===== config.mk =====
export PLATFORM = sky130hd
export DESIGN_NAME = nsp_queue
export DESIGN_NICKNAME = d
export VERILOG_FILES = /design/src/rtl/nsp_queue.sv
export SDC_FILE = /design/constraint.sdc
export NUM_CORES = 1
export LEC_CHECK = 0
export ABC_AREA = 1
export BUFFER_PORTS_ARGS = -buffer_cell sky130_fd_sc_hd__buf_2
export CORE_MARGIN = 2
export CORE_UTILIZATION = 45
export DETAILED_ROUTE_END_ITERATION = 6
export PLACE_DENSITY = 0.7
export SLEW_MARGIN = 20
export SYNTH_ARGS = -nofsm -noshare
export SYNTH_HDL_FRONTEND = slang
export SYNTH_SLANG_ARGS = --single-unit
export TNS_END_PERCENT = 30

===== constraint.sdc =====
create_clock -name clk -period 7.55 [get_ports clk]
set_input_delay 0.755 -clock clk [delete_from_list [all_inputs] [get_ports clk]]
set_output_delay 0.755 -clock clk [all_outputs]
set_load 0.02 [all_outputs]

===== src/rtl/nsp_queue.sv =====
module nsp_queue #(
  parameter int W = 64
) (
  input  logic         clk,
  input  logic         rst,
  input  logic         wr,
  input  logic [W-1:0] wdata,
  input  logic         rd,
  output logic [W-1:0] rdata,
  output logic         full,
  output logic         valid
);

  logic [W-1:0] mem [2];
  logic         wp;
  logic         rp;
  logic [1:0]   cnt;

  assign full  = (cnt == 2'd2);
  assign valid = (cnt != 2'd0);
  assign rdata = mem[rp];

  always_ff @(posedge clk) begin
    if (wr) begin
      mem[wp] <= wdata;
    end
  end

  always_ff @(posedge clk) begin
    if (rst) begin
      wp  <= 1'b0;
      rp  <= 1'b0;
      cnt <= 2'd0;
    end else begin
      if (wr) begin
        wp <= ~wp;
      end
      if (rd) begin
        rp <= ~rp;
      end
      cnt <= cnt + 2'(wr) - 2'(rd);
    end
  end

endmodule


; After elaboration in Yosys (flattened, before gate mapping)
; Memory sizes are Yosys's and may differ from the RTL's. A register that Yosys moved wholly into a read port is not among the register bits.
; Index checks and enable logic that the tools add are counted.
[op_classes]
add_sub_neg = 2
mux = 4
n_reduce_logical = 1
eq_ne = 1
bitwise = 2
[ops]
columns = cell, n
row1 = 1-bit two-way mux, 4
row2 = 2-bit by 1-bit adder with 2-bit output, 1
row3 = 2-bit == test (second input constant), 1
row4 = 1-bit inverter, 2
row5 = 2-bit nonzero test, 1
row6 = 2-bit by 1-bit subtractor with 2-bit output, 1
[totals]
elab_cells = 14
mem_count = 1
in_bits = 68
ramBits = 128
register_bits = 4
output_inout_bits = 66
[mem_list]
columns = memory, words, word_bits, rd, rd_clocked_by_memory_dff, write_ports, line
row1 = mem, 2, 64, 1, 1, 1, 14  ; logic [W-1:0] mem [2];

; Logic depth before layout (Yosys ltp)
[logic_depth]
word_depth = 3
mapped_depth = 9
mapped_depth_nobuf = 9

; Worst setup path after synthesis
; OpenSTA, ideal clock, no wires.
[synth_timing]
path_kind = input -> register
startpoint = in wr
endpoint = mem mem[0][0] (enable)
n_path_buf = 0
arrival_time_ns = 3.479
required_ns = 7.062
stages = 2
setup_slack_ns = 3.583
setup_time_ns = 0.488
path_cell_list = inv_1 nor2_1
[synth_via]
elab_chain_len = 2
[synth_rtl]
columns = item, line
row1 = from (decl), 6  ; input logic wr,
row2 = 1-bit two-way mux, 24  ; if (wr) begin
row3 = 1-bit two-way mux (not written as such), 25  ; mem[wp] <= wdata;
row4 = to (decl), 14
; No other way between the ends.

==> results.py <==
metrics = {
    "status": {
        "outcome": "completed",
    },
    "synthesis": {
        "netlist.area_leader.share_pct": 74.7,
        "synth.top_cells.by_area": "edfxtp_1 75%, mux2_4 18%, buf_12 2.3%",
        "synth-xor-area-share_pct": 0.170,
        "syn_inst": 230,
        "netlist-cell-type-count": 14,
        "yosysSeqAreaShare_pct": 76.7,
        "syn_nets": 300,
        "synth_top_family_by_area": "multiplexers",
        "avgSynthCellArea_um2": 22.4,
        "synth-compound-area-share_pct": 0.0973,
        "yosysWarnings": 0,
        "synth_top_area_cell": "edfxtp_1",
        "muxShareOfSynthArea_pct": 18.4,
        "syn-cell-area_um2": 5140,
        "synth_simple_gate_area_share_pct": 1.07,
        "ys_ff_latch": 133,
        "synthAdderAreaFrac_pct": 0.486,
    },
    "clock_network": {
        "cts.htree.levels": 4,
        "clk_transition_reported_paths_ps": 60,
        "cts_setup_buffers": 0,
        "insertion_delay_ps": 400,
        "cts_buffers": 17,
        "ctsLongestPathBuffers": 2,
        "post_cts_resized": 0,
        "cts_tree": "done",
        "cts_root_buf": "clkbuf_16",
        "cts_hold_buf": 0,
        "cts_sinks": 133,
    },
    "critical_path": {
        "critPathMaxFanout": 33,
        "cpMaxStageDelayCell": "dfxtp_4",
        "cp_cell_sequence": "buf_16, mux2_2, buf_2",
        "worstPathArrival_ps": 2020,
        "max_stage_delay_ps": 760,
        "critPathKind": "register to output pin",
        "critPathLaunchType": "register",
        "crit_path_end_kind": "output pin",
        "cp.required_ps": 6800,
    },
    "final_layout": {
        "antenna_cells": 0,
        "final_cell_mix": "133 x buf_2, 128 x edfxtp_1, 60 x mux2_4, 17 x clkbuf_16, 7 x inv_1",
        "layout_commonest_cell": "buf_2",
        "nets": 448,
        "drive_gt1_share_pct": 59.1,
        "instances_no_fill": 534,
        "area_growth_pct": 26.8,
    },
    "routing": {
        "dr.max_layer_used": "met4",
        "drt_iter0_markers": 144,
        "viasPerCell": 4.76,
        "met1Wirelength_um": 3520,
        "drc_errors": 0,
        "drtPass1Iterations": 4,
        "wl_per_cell_um": 15.4,
        "wl_met3_um": 519,
        "vias": 2541,
        "finalWirelength_um": 8210,
        "wl_met2_um": 4040,
        "ant_nets": 0,
    },
    "global_route": {
        "track_usage_pct": 13.8,
        "grt-ovfl-total": 0,
        "grt_pass1_vias": 2625,
        "antenna_found_initial": 0,
        "grt_pass1_wl_um": 12900,
        "grt_start_max_net_pins": 45,
    },
    "worst_hold_path": {
        "hold_path_class": "register to register",
    },
    "pwr": {
        "power.density_nw_per_um2": 295,
        "vdd_drop_max_mv": 0.170,
        "leakagePower_nw": 2.63,
    },
    "sta": {
        "max_freq_mhz": 360,
        "relSlewSlack_pct": 47.6,
        "hold_viol": 0,
        "whs_ps": 515,
        "finalSetupViolCount": 0,
        "fin_crit_sh_pct": 36.8,
        "tightest_slew_ps": 785,
        "min_period_ps": 2780,
        "rsz0062_at_grt": "false",
        "maxSlewViolCount": 0,
        "tns_ps": 0,
        "clock-skew-final_ps": 6.77,
    },
    "die": {
        "core_area_um2": 11300,
        "die_w_um": 111,
        "design.die.area_um2": 12300,
        "start_util_pct": 45.6,
        "die_h_um": 111,
        "num_io_pins": 134,
        "rows": 39,
    },
    "place": {
        "finalWeightedCongestion": 0.671,
        "dp_cells": 502,
        "port_buffers": 133,
        "dp_hpwl_um": 5170,
    },
    "run": {
        "maxCapViolCount": 0,
    },
}
where the power goes:
| group | total, W | leakage, nW | switching [W] | internal [W] |
|---|---|---|---|---|
| Combinational | 0.000215 | 1.10 | 0.000114 | 0.000100 |
| Clock | 0.000836 | 0.285 | 0.000288 | 0.000547 |
| Sequential | 0.000874 | 1.24 | 0.0000194 | 0.000855 |
| Total | 0.00192 | 2.63 | 0.000422 | 0.00150 |
cell type report:
class | count | area [um2]
fill | 856 | 4750
inverter | 8 | 30.0
timing repair buffer | 136 | 708
tap | 143 | 179
clock buffer | 17 | 425
multi-input combinational | 82 | 1050
sequential | 133 | 3950
clock inverter | 15 | 188
final timing paths:
check	start	cells after the start	slack, ps	to
max	register	3	4770	rdata[1]
min	rp	2	510	register
max reg2reg	wp	2	5560	mem[0][3]
min reg2reg	rp	2	510	register
routing by layer:
layer / vias up / track usage [%]
met3: 13 / 4.76
met1: 1250 / 16.8
met4: 0 / 6.75
li1: 1191 / -
met2: 87 / 22.3
met5: - / 0
metrics by stage:
step	area [um2]	util, %	setup WS [ps]	power (W)
2_1_floorplan	5140	-	3580	0.00105
3_3_place_gp	5880	52.2	4990	0.00110
3_5_place_dp	5910	52.4	4990	0.00111
4_1_cts	6530	57.9	4720	0.00195
5_1_grt	6530	57.9	4650	0.00199
6_report	6530	57.9	4770	0.00192
kinds of logic after synthesis:
| logic type | count (synthesis) |
|---|---|
| XOR/XNOR | 1 |
| AO/OA/AOI/OAI | 1 |
| AND/OR/NAND/NOR | 14 |
| buffers and inverters | 15 |
| adder cells (fa/ha/maj) | 2 |
| flip-flops | 133 |
| multiplexers | 64 |
registers in the layout, summed over array words and instances (netlist names), named ones only:
| name | flops |
|---|---|
| wp | 1 |
| mem | 128 |
| cnt | 2 |
| rp | 1 |
cells in the mapped netlist:
cell type and count:
mux2_2 4, a21oi_1 1, ha_1 2, nor2_1 7, nor3_1 1, buf_6 1
nand2_1 5, dfxtp_1 5, edfxtp_1 128, nand3_1 1, mux2_4 60, inv_1 8
xnor2_1 1, buf_12 6
worst max-delay path, delay by kind of cell, from the launching register on:
| kind | cells | cell delay (ps) |
|---|---|---|
| flops | 1 | 760 |
| buf+inv | 2 | 480 |
| mux | 1 | 360 |
Note: power is estimated with default switching activity, not from simulation.
